## src/hdl/ebc_pkg.sv

```systemverilog
// shared types, constants and register codes of the encoder move brake controller
`timescale 1ns / 1ps
`default_nettype none

package ebc_pkg;

    localparam int DUTY_BITS  = 10;
    localparam int COUNT_BITS = 32;
    localparam int MARGIN_BITS = 16;
    localparam int CFG_INDEX_BITS = 2;

    localparam logic [DUTY_BITS-1:0]   BRAKE_DUTY_RST   = DUTY_BITS'((1 << DUTY_BITS) / 2 - 1);
    localparam logic [MARGIN_BITS-1:0] BRAKE_MARGIN_RST = MARGIN_BITS'(20);

    typedef enum logic [1:0] {
        PH_IDLE  = 2'd0,
        PH_DRIVE = 2'd1,
        PH_BRAKE = 2'd2
    } t_phase;

    typedef enum logic [1:0] {
        BD_STOP = 2'd0,
        BD_FWD  = 2'd1,
        BD_REV  = 2'd2
    } t_dir;

    typedef enum logic [CFG_INDEX_BITS-1:0] {
        CFG_POLARITY_SWAP = 2'd0,
        CFG_BRAKE_DUTY    = 2'd1,
        CFG_BRAKE_MARGIN  = 2'd2
    } t_cfg_index;

    typedef struct packed {
        logic                   polarity_swap;
        logic [DUTY_BITS-1:0]   brake_duty;
        logic [MARGIN_BITS-1:0] brake_margin;
    } t_cfg;

    typedef struct packed {
        t_phase                       phase;
        t_dir                         dir;
        logic                         move_reverse;
        logic signed [COUNT_BITS-1:0] target_count;
        logic signed [COUNT_BITS-1:0] brake_target;
        logic [DUTY_BITS-1:0]         fwd_level;
        logic [DUTY_BITS-1:0]         rev_level;
    } t_ctrl_state;

    typedef struct packed {
        logic                 move_done;
        logic                 dead_time_wait;
        t_phase               move_phase;
        logic [DUTY_BITS-1:0] reverse_duty;
        logic [DUTY_BITS-1:0] forward_duty;
    } t_result;

endpackage

`default_nettype wire

```

## src/hdl/ebc_step_logic.sv

```systemverilog
// next-state and result logic for one controller request
`timescale 1ns / 1ps
`default_nettype none

module ebc_step_logic
    import ebc_pkg::*;
(
    input  wire t_ctrl_state                  i_state,
    input  wire t_cfg                         i_cfg,
    input  wire                               i_cmd,
    input  wire logic signed [COUNT_BITS-1:0] i_count,
    input  wire logic signed [COUNT_BITS-1:0] i_ticks,
    input  wire logic [DUTY_BITS-1:0]         i_duty,
    output t_ctrl_state                       o_state,
    output t_result                           o_result
);

    localparam logic signed [COUNT_BITS-1:0] CNT_MAX = {1'b0, {(COUNT_BITS-1){1'b1}}};
    localparam logic signed [COUNT_BITS-1:0] CNT_MIN = {1'b1, {(COUNT_BITS-1){1'b0}}};

    // saturate a one-bit-grown sum back to the count range
    function automatic logic signed [COUNT_BITS-1:0] sat_count(input logic [COUNT_BITS:0] s);
        logic signed [COUNT_BITS-1:0] r;
        if (s[COUNT_BITS] != s[COUNT_BITS-1]) begin
            r = s[COUNT_BITS] ? CNT_MIN : CNT_MAX;
        end else begin
            r = s[COUNT_BITS-1:0];
        end
        return r;
    endfunction

    logic [COUNT_BITS:0]          count_ext;
    logic [COUNT_BITS:0]          ticks_ext;
    logic [COUNT_BITS:0]          margin_ext;
    logic signed [COUNT_BITS-1:0] start_target;
    logic signed [COUNT_BITS-1:0] brake_fwd_target;
    logic signed [COUNT_BITS-1:0] brake_rev_target;
    logic                         reached;
    logic                         finished;
    logic                         drive_en;
    t_dir                         drive_dir;
    logic [DUTY_BITS-1:0]         drive_duty;
    logic                         wait_flag;
    logic                         done_flag;
    t_ctrl_state                  st;

    assign count_ext  = {i_count[COUNT_BITS-1], i_count};
    assign ticks_ext  = {i_ticks[COUNT_BITS-1], i_ticks};
    assign margin_ext = (COUNT_BITS+1)'(i_cfg.brake_margin);

    assign start_target     = sat_count(count_ext + ticks_ext);
    // forward move brakes back down, reverse move brakes back up
    assign brake_fwd_target = sat_count(count_ext - margin_ext);
    assign brake_rev_target = sat_count(count_ext + margin_ext);

    assign reached  = i_state.move_reverse ? (i_count <= i_state.target_count)
                                           : (i_count >= i_state.target_count);
    assign finished = i_state.move_reverse ? (i_count >= i_state.brake_target)
                                           : (i_count <= i_state.brake_target);

    always_comb begin
        st         = i_state;
        drive_en   = 1'b0;
        drive_dir  = BD_STOP;
        drive_duty = '0;
        done_flag  = 1'b0;

        priority if (i_cmd) begin
            st.target_count = start_target;
            st.move_reverse = i_ticks[COUNT_BITS-1];
            st.phase        = PH_DRIVE;
            drive_en        = 1'b1;
            drive_dir       = i_ticks[COUNT_BITS-1] ? BD_REV : BD_FWD;
            drive_duty      = i_duty;
        end else if (i_state.phase == PH_DRIVE) begin
            if (reached) begin
                st.brake_target = i_state.move_reverse ? brake_rev_target : brake_fwd_target;
                st.phase        = PH_BRAKE;
                drive_en        = 1'b1;
                drive_dir       = i_state.move_reverse ? BD_FWD : BD_REV;
                drive_duty      = i_cfg.brake_duty;
            end
        end else if (i_state.phase == PH_BRAKE) begin
            if (finished) begin
                st.phase   = PH_IDLE;
                drive_en   = 1'b1;
                drive_dir  = BD_STOP;
                done_flag  = 1'b1;
            end
        end else begin
            // sample while idle, everything holds
        end

        // bridge leg update
        wait_flag = 1'b0;
        if (drive_en) begin
            unique case (drive_dir)
                BD_FWD: begin
                    if (i_state.dir != BD_FWD) begin
                        st.rev_level = '0;
                        wait_flag    = 1'b1;
                    end
                    st.fwd_level = drive_duty;
                    st.dir       = BD_FWD;
                end
                BD_REV: begin
                    if (i_state.dir != BD_REV) begin
                        st.fwd_level = '0;
                        wait_flag    = 1'b1;
                    end
                    st.rev_level = drive_duty;
                    st.dir       = BD_REV;
                end
                default: begin
                    st.fwd_level = '0;
                    st.rev_level = '0;
                    st.dir       = BD_STOP;
                    wait_flag    = 1'b1;
                end
            endcase
        end

        o_state = st;
        o_result.forward_duty   = i_cfg.polarity_swap ? st.rev_level : st.fwd_level;
        o_result.reverse_duty   = i_cfg.polarity_swap ? st.fwd_level : st.rev_level;
        o_result.move_phase     = st.phase;
        o_result.dead_time_wait = wait_flag;
        o_result.move_done      = done_flag;
    end

endmodule

`default_nettype wire

```

## src/hdl/encoder_move_brake_controller_unit.sv

```systemverilog
// top level of the encoder move brake controller with stream ports and register port
`timescale 1ns / 1ps
`default_nettype none

// channel   | direction | handshake                    | payload
// s_axis    | in        | s_axis_tvalid/s_axis_tready  | tdata: count, ticks, duty; tuser: cmd
// m_axis    | out       | m_axis_tvalid/m_axis_tready  | tdata: duties, phase, wait, done
// cfg       | in        | i_cfg_valid/o_cfg_ready      | i_cfg_index, i_cfg_data
//
// one request per clock sustained while m_axis_tready stays high: an input register
// feeds the step logic, whose result and new state land in the output register
// on the same edge. synchronous active-low reset clears the controller state,
// the registers and both valid flags. a stalled result holds the output
// register while one more request waits in the input register.

module encoder_move_brake_controller_unit
    import ebc_pkg::*;
(
    input  wire                      i_clk,
    input  wire                      i_rst_n,
    // stream in
    input  wire                      s_axis_tvalid,
    output logic                     s_axis_tready,
    // [31:0] encoder_count, [63:32] move_ticks, [73:64] move_duty, [79:74] zero
    input  wire [79:0]               s_axis_tdata,
    // [0] cmd
    input  wire [0:0]                s_axis_tuser,
    // stream out
    output logic                     m_axis_tvalid,
    input  wire                      m_axis_tready,
    // [9:0] forward_duty, [19:10] reverse_duty, [21:20] move_phase,
    // [22] dead_time_wait, [23] move_done
    output logic [23:0]              m_axis_tdata,
    // register writes
    input  wire                      i_cfg_valid,
    output logic                     o_cfg_ready,
    input  wire [CFG_INDEX_BITS-1:0] i_cfg_index,
    input  wire [MARGIN_BITS-1:0]    i_cfg_data
);

    // input register
    logic                         r_in_valid;
    logic                         r_in_cmd;
    logic signed [COUNT_BITS-1:0] r_in_count;
    logic signed [COUNT_BITS-1:0] r_in_ticks;
    logic [DUTY_BITS-1:0]         r_in_duty;

    // controller state, registers and output register
    t_ctrl_state r_state;
    t_ctrl_state n_state;
    t_cfg        r_cfg;
    logic        r_out_valid;
    t_result     r_out;
    t_result     n_out;

    logic advance;
    logic in_take;

    // a request moves on when the output slot is free or being emptied
    assign advance       = r_in_valid && (!r_out_valid || m_axis_tready);
    assign s_axis_tready = !r_in_valid || advance;
    assign in_take       = s_axis_tvalid && s_axis_tready;
    assign o_cfg_ready   = 1'b1;

    always_ff @(posedge i_clk) begin
        if (!i_rst_n) begin
            r_in_valid <= 1'b0;
        end else if (in_take) begin
            r_in_valid <= 1'b1;
        end else if (advance) begin
            r_in_valid <= 1'b0;
        end
    end

    // payload needs no reset
    always_ff @(posedge i_clk) begin
        if (in_take) begin
            r_in_cmd   <= s_axis_tuser[0];
            r_in_count <= s_axis_tdata[31:0];
            r_in_ticks <= s_axis_tdata[63:32];
            r_in_duty  <= s_axis_tdata[73:64];
        end
    end

    // register writes, unknown index ignored
    always_ff @(posedge i_clk) begin
        if (!i_rst_n) begin
            r_cfg.polarity_swap <= 1'b0;
            r_cfg.brake_duty    <= BRAKE_DUTY_RST;
            r_cfg.brake_margin  <= BRAKE_MARGIN_RST;
        end else if (i_cfg_valid) begin
            unique case (i_cfg_index)
                CFG_POLARITY_SWAP: r_cfg.polarity_swap <= i_cfg_data[0];
                CFG_BRAKE_DUTY:    r_cfg.brake_duty    <= i_cfg_data[DUTY_BITS-1:0];
                CFG_BRAKE_MARGIN:  r_cfg.brake_margin  <= i_cfg_data;
                default: ;
            endcase
        end
    end

    ebc_step_logic u_step (
        .i_state  (r_state),
        .i_cfg    (r_cfg),
        .i_cmd    (r_in_cmd),
        .i_count  (r_in_count),
        .i_ticks  (r_in_ticks),
        .i_duty   (r_in_duty),
        .o_state  (n_state),
        .o_result (n_out)
    );

    // state commits when its request reaches the output register
    always_ff @(posedge i_clk) begin
        if (!i_rst_n) begin
            r_state.phase        <= PH_IDLE;
            r_state.dir          <= BD_STOP;
            r_state.move_reverse <= 1'b0;
            r_state.target_count <= '0;
            r_state.brake_target <= '0;
            r_state.fwd_level    <= '0;
            r_state.rev_level    <= '0;
        end else if (advance) begin
            r_state <= n_state;
        end
    end

    always_ff @(posedge i_clk) begin
        if (!i_rst_n) begin
            r_out_valid <= 1'b0;
        end else if (advance) begin
            r_out_valid <= 1'b1;
        end else if (m_axis_tready) begin
            r_out_valid <= 1'b0;
        end
    end

    always_ff @(posedge i_clk) begin
        if (advance) begin
            r_out <= n_out;
        end
    end

    assign m_axis_tvalid = r_out_valid;
    assign m_axis_tdata  = r_out;

    // a finished brake always ends idle and with a dead-time wait
    a_done_idle: assert property (@(posedge i_clk) disable iff (!i_rst_n)
        r_out_valid && r_out.move_done |->
            r_out.move_phase == PH_IDLE && r_out.dead_time_wait)
        else $error("move_done without idle stop");

    // idle controller holds both legs off
    a_idle_off: assert property (@(posedge i_clk) disable iff (!i_rst_n)
        r_state.phase == PH_IDLE |-> r_state.fwd_level == '0 && r_state.rev_level == '0)
        else $error("bridge leg active while idle");

    // driving forward never leaves the reverse leg on
    a_fwd_clean: assert property (@(posedge i_clk) disable iff (!i_rst_n)
        r_state.dir == BD_FWD |-> r_state.rev_level == '0)
        else $error("reverse leg on while forward");

    // state changes only when a request is processed
    a_state_hold: assert property (@(posedge i_clk) disable iff (!i_rst_n)
        !advance |=> $stable(r_state))
        else $error("state moved without a request");

endmodule

`default_nettype wire

```

## config.mk

```make
export PLATFORM = sky130hd
export DESIGN_NAME = encoder_move_brake_controller_unit
export DESIGN_NICKNAME = d
export VERILOG_FILES = /design/src/hdl/ebc_pkg.sv /design/src/hdl/ebc_step_logic.sv /design/src/hdl/encoder_move_brake_controller_unit.sv
export SDC_FILE = /design/constraint.sdc
export NUM_CORES = 1
export LEC_CHECK = 0
export BUFFER_PORTS_ARGS = -buffer_cell sky130_fd_sc_hd__buf_2
export CAP_MARGIN = 5
export CORE_ASPECT_RATIO = 1.1
export CORE_MARGIN = 4
export CORE_UTILIZATION = 46
export CTS_CLUSTER_SIZE = 25
export DETAILED_ROUTE_END_ITERATION = 16
export GPL_ROUTABILITY_DRIVEN = 0
export GPL_TIMING_DRIVEN = 0
export MAX_ROUTING_LAYER = met4
export PLACE_DENSITY_LB_ADDON = 0.1
export SYNTH_ARGS = -nofsm -noshare
export SYNTH_HDL_FRONTEND = slang
export SYNTH_SLANG_ARGS = --single-unit
```

## constraint.sdc

```tcl
create_clock -name i_clk -period 5.8 [get_ports i_clk]
set_clock_uncertainty 0.15 [all_clocks]
set_input_delay 0.87 -clock i_clk [delete_from_list [all_inputs] [get_ports i_clk]]
set_output_delay 0.87 -clock i_clk [all_outputs]
set_load 0.01 [all_outputs]
```

==> results of run 1 <==
cell usage in the layout, fill, tap and decap left out, types with 27 or more instances in the layout:
master	n
o21ai_0	87
nand3_1	33
dfxtp_1	118
ha_1	131
buf_2	127
a22o_1	37
inv_1	118
clkbuf_1	68
nor2_1	69
edfxtp_1	99
a21oi_1	147
nand2_1	143
maj3_1	31
a21o_1	35
clkbuf_16	27
state kept, by name, indices dropped and copies added (netlist names), 10 cells and up:
| register | flops |
|---|---|
| r_in_ticks | 32 |
| r_in_duty | 10 |
| r_in_count | 32 |
| m_axis_tdata | 24 |
| r_cfg | 27 |
| r_state | 89 |
per-layer routing:
metal  wire (um)  GRT usage [%]
met2       18800           40.0
met5           0              -
met3        2310           2.88
met1       17500           30.6
met4        1410           8.19
stage by stage:
step           power (mW)  hold slack [ns]
2_1_floorplan        2.28            0.266
3_3_place_gp         2.50            0.281
3_5_place_dp         2.51            0.287
4_1_cts              4.17            0.298
5_1_grt              4.33            0.321
6_report             4.15            0.296
kinds of logic after synthesis:
logic type / after synthesis
other cells: 1
flops: 217
mux: 26
xor+xnor: 44
fa+ha+maj: 165
buf+inv: 194
compound gates: 483
simple gates: 389
cell type report:
cell class / instances / area, um^2 / share of cell area [%]
clock inverters: 15 / 155 / 0.979
flip-flops and latches: 217 / 5340 / 33.7
multi-input cells: 1108 / 7790 / 49.1
well taps: 374 / 468 / 2.95
plain buffers: 74 / 305 / 1.93
clock buffers: 35 / 716 / 4.51
repair buffers: 124 / 636 / 4.01
inverters: 120 / 450 / 2.84
power breakdown:
group          internal (mW)  switching, mW
Combinational          0.303          0.441
Sequential              1.67         0.0709
Clock                  0.969          0.693
Total                   2.94           1.20
how the worst max path moves through the flow:
stage / start / end / slack [ns] / depth (start not counted)
floorplan: r_in_count[31]$_DFFE_PP_ / r_state[0]$_SDFFE_PN0P_ / 1.62 / 13
global placement: r_in_count[1]$_DFFE_PP_ / r_state[50]$_SDFFE_PN0P_ / 0.59 / 14
detailed placement: r_in_count[1]$_DFFE_PP_ / r_state[50]$_SDFFE_PN0P_ / 0.55 / 14
CTS: r_in_count[31]$_DFFE_PP_ / r_state[1]$_SDFFE_PN0P_ / 0.51 / 13
global route: r_in_count[1]$_DFFE_PP_ / r_state[50]$_SDFFE_PN0P_ / 0.05 / 14
finish: r_in_count[1]$_DFFE_PP_ / r_state[50]$_SDFFE_PN0P_ / 0.28 / 14
worst max-delay path, cell delays in order, from the launching register on:
cell and delay, ns:
edfxtp_1 0.60, inv_1 0.32, fa_1 0.28, o21bai_1 0.08, a21oi_1 0.30, o21ai_0 0.19
a221oi_1 0.64, a21oi_1 0.28, nand2_1 0.31, nor4_1 0.10, a311oi_1 0.38, clkbuf_1 0.50
clkbuf_1 0.57, o311ai_0 0.38, a22o_1 0.31
==> out/metrics.csv, run 1 <==
stage,metric,value,unit
outcome,status,completed,
setup_path,r2r_setup_slack,0.28,ns
setup_path,crit_fanout,10,
drt,num_vias,12100,
setup_path,crit_required,6.09,ns
synth,synthArstFlopShare,0,%
synth,synth_top_family_by_area,compound AO/OA/AOI/OAI gates,
cts,cts_num_sinks,217,
place,pre_cts_ws,0.552,ns
synth,yosys-top-cells-count,"147 x a21oi_1, 143 x nand2_1, 131 x ha_1",
cts,post_cts_resized,0,
drt,wl_per_cell,19.4,um
synth,yosys.area_share.adder,14.5,%
drt,postRouteAntennaNets,0,
min_path,hold_depth,2,
cts,cts_buffers,27,
timing,fmax,0.181,GHz
timing,finalCritPeriodShare,95.1,%
timing,setup-violations-final,0,
grt,grt_max_degree,46,
synth,syn_area_per_cell,9.14,um^2
min_path,hold_path.class,flop to flop,
synth,synth_cell_types,81,
setup_path,endpoint_kind,flop,
die,io_pins,131,
synth,synth_top_cell_by_area,edfxtp_1,
place,dpl.cell_count,2017,
cts,cts_tree,built,
synth,synth.area.top_cells,"edfxtp_1 21%, dfxtp_1 17%, ha_1 12%",
die,start_util,46.8,%
drt,initialDrtViolationCount,940,
drt,post-route-drc-count,0,
finish,diodes,0,
grt,grt_pass1_wl,62.5,mm
die,rows,66,
finish,fin_area,0.0159,mm^2
synth,ys_ff_latch,217,
cts,clk_pin_slew,0.06,ns
timing,tightest_slew,1.16,ns
setup_path,r2r_cells,14,
min_path,min_from,r_state[31]$_SDFFE_PN0P_,
timing,grt_setup_unrepaired,no,
timing,tns,0,ns
timing,drv_slew,0,
power,ir_worst_vdd,0.235,mV
cts,root_buffer,clkbuf_16,
die,die_area,0.0330,mm^2
grt,grt_usage,24.0,%
finish,final_net_count,1910,
setup_path,cp-start-kind,flop,
grt,grt_pass1_vias,11500,
min_path,hold_path_end,r_state[31]$_SDFFE_PN0P_,
synth,synth.most_common_cell,a21oi_1,
finish,finalNonFillerCells,2067,
cts,htree_levels,1,
timing,worst_slack,0.284,ns
grt,grt.overflow.total,0,
synth,ys.flop_type,dfxtp_1,
drt,vias_per_cell,5.85,
cts,clk_latency,0.55,ns
synth,synth_mux_area_share,1.88,%
synth,synth_xor_area_share,2.88,%
synth,synthSimpleGateAreaFrac,13.9,%
cts,cts_setup_buffers,0,
synth,syn_nets,1757,
place,placed_area,0.0150,mm^2
synth,yosysSeqAreaShare,38.4,%
setup_path,crit_type,flop to flop,
die,die_y,190,um
timing,maxSlewHeadroom,22.1,%
place,hpwl,30.0,mm
cts,cts.path.max_buffers,3,
synth,netlist_area,0.0139,mm^2
drt,dr.pass1.iters,6,
finish,layout-drive-gt1-share,11.8,%
finish,fillers,2718,
synth,synth_compound_area_share,23.0,%
timing,finalCriticalPeriod,5.52,ns
place,io_buffers,123,
synth,synth_top_area_share,21.4,%
synth,synth_edf_count,99,
drt,drt_wl_total,40.1,mm
job,drv_cap,0,
cts,holdBufCountCts,0,
grt,antenna_found_initial,0,
synth,syn_inst,1519,
synth,yosys_warnings,0,
power,power.leakage,6.40,nW
timing,hold_viol,0,
setup_path,arrival,5.81,ns
power,p_per_area,261,mW/mm^2
finish,utilization,53.5,%
die,die_w,174,um
finish,syn_to_final_growth,14.2,%
setup_path,rr_endpoint,r_state[50]$_SDFFE_PN0P_,
die,core-area,0.0296,mm^2
setup_path,r2r_start,r_in_count[1]$_DFFE_PP_,
Power figures use the tool's default switching activity.
==> run 2, diff against run 1 <==
Settings changed: ABC_AREA set to 1.
==> run 2 against run 1 <==
- die area is 7.2% higher
- critical path depth grew 8
- global-route usage increased by 0.88 points
- utilization is 0.19 points higher
- worst hold slack gained 0.021 ns
- clock power grew 7%
- final area is 7.4% higher
- setup slack improved by 1.6 ns
- register-to-register slack better by 1.6 ns
- largest power group is now the clock network
- highest routed layer unchanged
==> out/metrics.csv, run 2 <==
stage,metric,value,unit
grt,grt.overflow.total,0,
timing,finalCritPeriodShare,68.3,%
place,hpwl,34.0,mm
finish,final_net_count,2390,
finish,final_common_cell,nand2_1,
drt,drt_wl_total,43.8,mm
setup_path,cp_top_family,simple AND/OR/NAND/NOR gates,
setup_path,path_cells,"ha_1, a21o_1, nor2_1, nand2_1, nand2_1, nand2_1, nand2_1, nand2_1, nand2_1, nand3_1, nand3_1, o21ai_0, inv_1, ha_1, inv_1, nor2_1, nand2_1, nand2_1, nand2_1, nand2_1, nand2_1, nand2_1",
cts,clk_latency,0.55,ns
die,start_util,47.0,%
synth,yosys_warnings,0,
timing,worst_slack,1.84,ns
setup_path,rr_endpoint,m_axis_tdata[17]$_DFFE_PP_,
synth,ys.flop_type,dfxtp_1,
timing,drv_slew,0,
synth,synth.most_common_cell,nand2_1,
timing,hold_viol,0,
setup_path,endpoint_kind,flop,
synth,syn_inst,1999,
drt,initialDrtViolationCount,939,
place,pre_cts_ws,1.88,ns
grt,grt_usage,24.9,%
finish,final_cell_mix,"544 x nand2_1, 213 x inv_1, 186 x a21oi_1",
setup_path,crit_top_cell,nand2_1,
grt,grt_pass1_vias,13600,
cts,cts.path.max_buffers,3,
cts,clk_pin_slew,0.07,ns
finish,top_regs,"r_state: 89 flops, r_in_count: 32 flops, r_in_ticks: 32 flops",
setup_path,slowest_stage,nor2_1,
cts,htree_levels,1,
setup_path,r2r_cells,22,
die,die_area,0.0354,mm^2
drt,wl_per_cell,16.9,um
drt,wl_met1,18.2,mm
finish,largest_reg_flops,89,
synth,syn_area_per_cell,7.46,um^2
synth,synth_cell_types,55,
synth,synth.area.top_cells,"edfxtp_1 20%, dfxtp_1 16%, nand2_1 14%",
synth,ys_ff_latch,217,
power,power.leakage,7.56,nW
grt,grt_max_degree,58,
outcome,status,completed,
finish,syn_to_final_growth,14.1,%
synth,synth_top_cell_by_area,edfxtp_1,
synth,synthArstFlopShare,0,%
min_path,min_from,r_state[42]$_SDFFE_PN0P_,
cts,cts_setup_buffers,0,
setup_path,cp-start-kind,flop,
die,rows,68,
drt,route.met2.wl,21.4,mm
drt,num_vias,13800,
synth,syn_nets,2237,
power,p_per_area,258,mW/mm^2
finish,layout-drive-gt1-share,13.0,%
setup_path,crit_fanout,10,
cts,cts_tree,built,
setup_path,r2r_setup_slack,1.84,ns
drt,post-route-drc-count,0,
finish,largest_register,r_state,
min_path,hold_depth,2,
cts,cts_buffers,27,
grt,antenna_found_initial,0,
setup_path,r2r_start,r_in_count[7]$_DFFE_PP_,
timing,tightest_slew,0.802,ns
die,die_y,197,um
timing,grt_setup_unrepaired,no,
synth,synth_edf_count,99,
setup_path,arrival,4.23,ns
min_path,hold_path_end,r_state[42]$_SDFFE_PN0P_,
setup_path,slowest_delay,0.61,ns
drt,vias_per_cell,5.33,
job,drv_cap,0,
drt,top_layer,met4,
synth,synth_top_area_share,19.9,%
cts,cts_num_sinks,217,
timing,setup-violations-final,0,
finish,diodes,0,
timing,finalCriticalPeriod,3.96,ns
cts,holdBufCountCts,0,
setup_path,crit_required,6.07,ns
place,io_buffers,123,
drt,dr_wl_met3,2.54,mm
min_path,hold_path.class,flop to flop,
drt,dr.pass1.iters,5,
die,die_w,180,um
synth,yosysSeqAreaShare,35.8,%
grt,grt_pass1_wl,69.4,mm
synth,netlist_area,0.0149,mm^2
timing,fmax,0.252,GHz
setup_path,crit_type,flop to flop,
cts,post_cts_resized,0,
drt,postRouteAntennaNets,0,
die,io_pins,131,
setup_path,crit_buf_inv,2,
die,core-area,0.0317,mm^2
timing,maxSlewHeadroom,46.6,%
cts,root_buffer,clkbuf_16,
synth,yosys-top-cells-count,"544 x nand2_1, 214 x inv_1, 186 x a21oi_1",
timing,tns,0,ns
power,ir_worst_vdd,0.242,mV
run 2: through the flow:
step / hold slack, ns / cells / instance area [um^2] / utilization [%] / total power, mW
5_1_grt: 0.331 / 2592 / 17000 / 53.7 / 4.62
3_3_place_gp: 0.305 / 2542 / 16100 / 50.6 / 2.62
6_report: 0.316 / 2592 / 17000 / 53.7 / 4.39
3_5_place_dp: 0.308 / 2543 / 16100 / 50.7 / 2.63
4_1_cts: 0.317 / 2592 / 17000 / 53.7 / 4.43
2_1_floorplan: 0.279 / 1999 / 14900 / - / 2.37
run 2: how the worst max path moves through the flow:
| stage | startpoint | to | cells past startpoint |
|---|---|---|---|
| after global routing | r_in_count[19]$_DFFE_PP_ | m_axis_tdata[18]$_DFFE_PP_ | 23 |
| after detailed placement | r_in_count[25]$_DFFE_PP_ | m_axis_tdata[17]$_DFFE_PP_ | 21 |
| final | r_in_count[7]$_DFFE_PP_ | m_axis_tdata[17]$_DFFE_PP_ | 22 |
| after global placement | m_axis_tready | r_in_ticks[0]$_DFFE_PP_ | 5 |
| after floorplan | m_axis_tready | r_in_cmd$_DFFE_PP_ | 4 |
| after CTS | r_in_count[25]$_DFFE_PP_ | m_axis_tdata[17]$_DFFE_PP_ | 21 |
run 2: report_power, final:
part / internal [mW] / total, mW / switching [mW] / leakage, nW
clock network: 1.11 / 1.78 / 0.677 / 0.459
registers: 1.67 / 1.74 / 0.0666 / 1.91
logic: 0.312 / 0.871 / 0.559 / 5.20
run 2: tightest hold or removal path, stage by stage, from the launching register on:
cell     delay, ns
dfxtp_1       0.31
nand2_1       0.06
a21oi_1       0.05
run 2: cells by family after synthesis:
family / count (synthesis) / synth area share [%]
XOR/XNOR: 82 / 4.81
buffers and inverters: 302 / 8.61
adder cells (fa/ha/maj): 134 / 11.4
flip-flops: 217 / 35.8
AO/OA/AOI/OAI: 409 / 15.4
AND/OR/NAND/NOR: 854 / 24.0
other: 1 / 0.0251
run 2: layout make-up:
cell class | instances | area, um^2
fill | 3077 | 14700
sequential | 217 | 5340
inverter | 232 | 878
buffer | 70 | 410
tap | 420 | 526
clock buffer | 36 | 772
timing repair buffer | 124 | 643
clock inverter | 13 | 165
multi-input combinational | 1480 | 8300
run 2: metal layers:
layer	track usage [%]	vias to the layer above
met5	-	-
li1	-	6925
met3	3.14	109
met1	29.6	6316
met2	43.6	454
met4	9.00	0
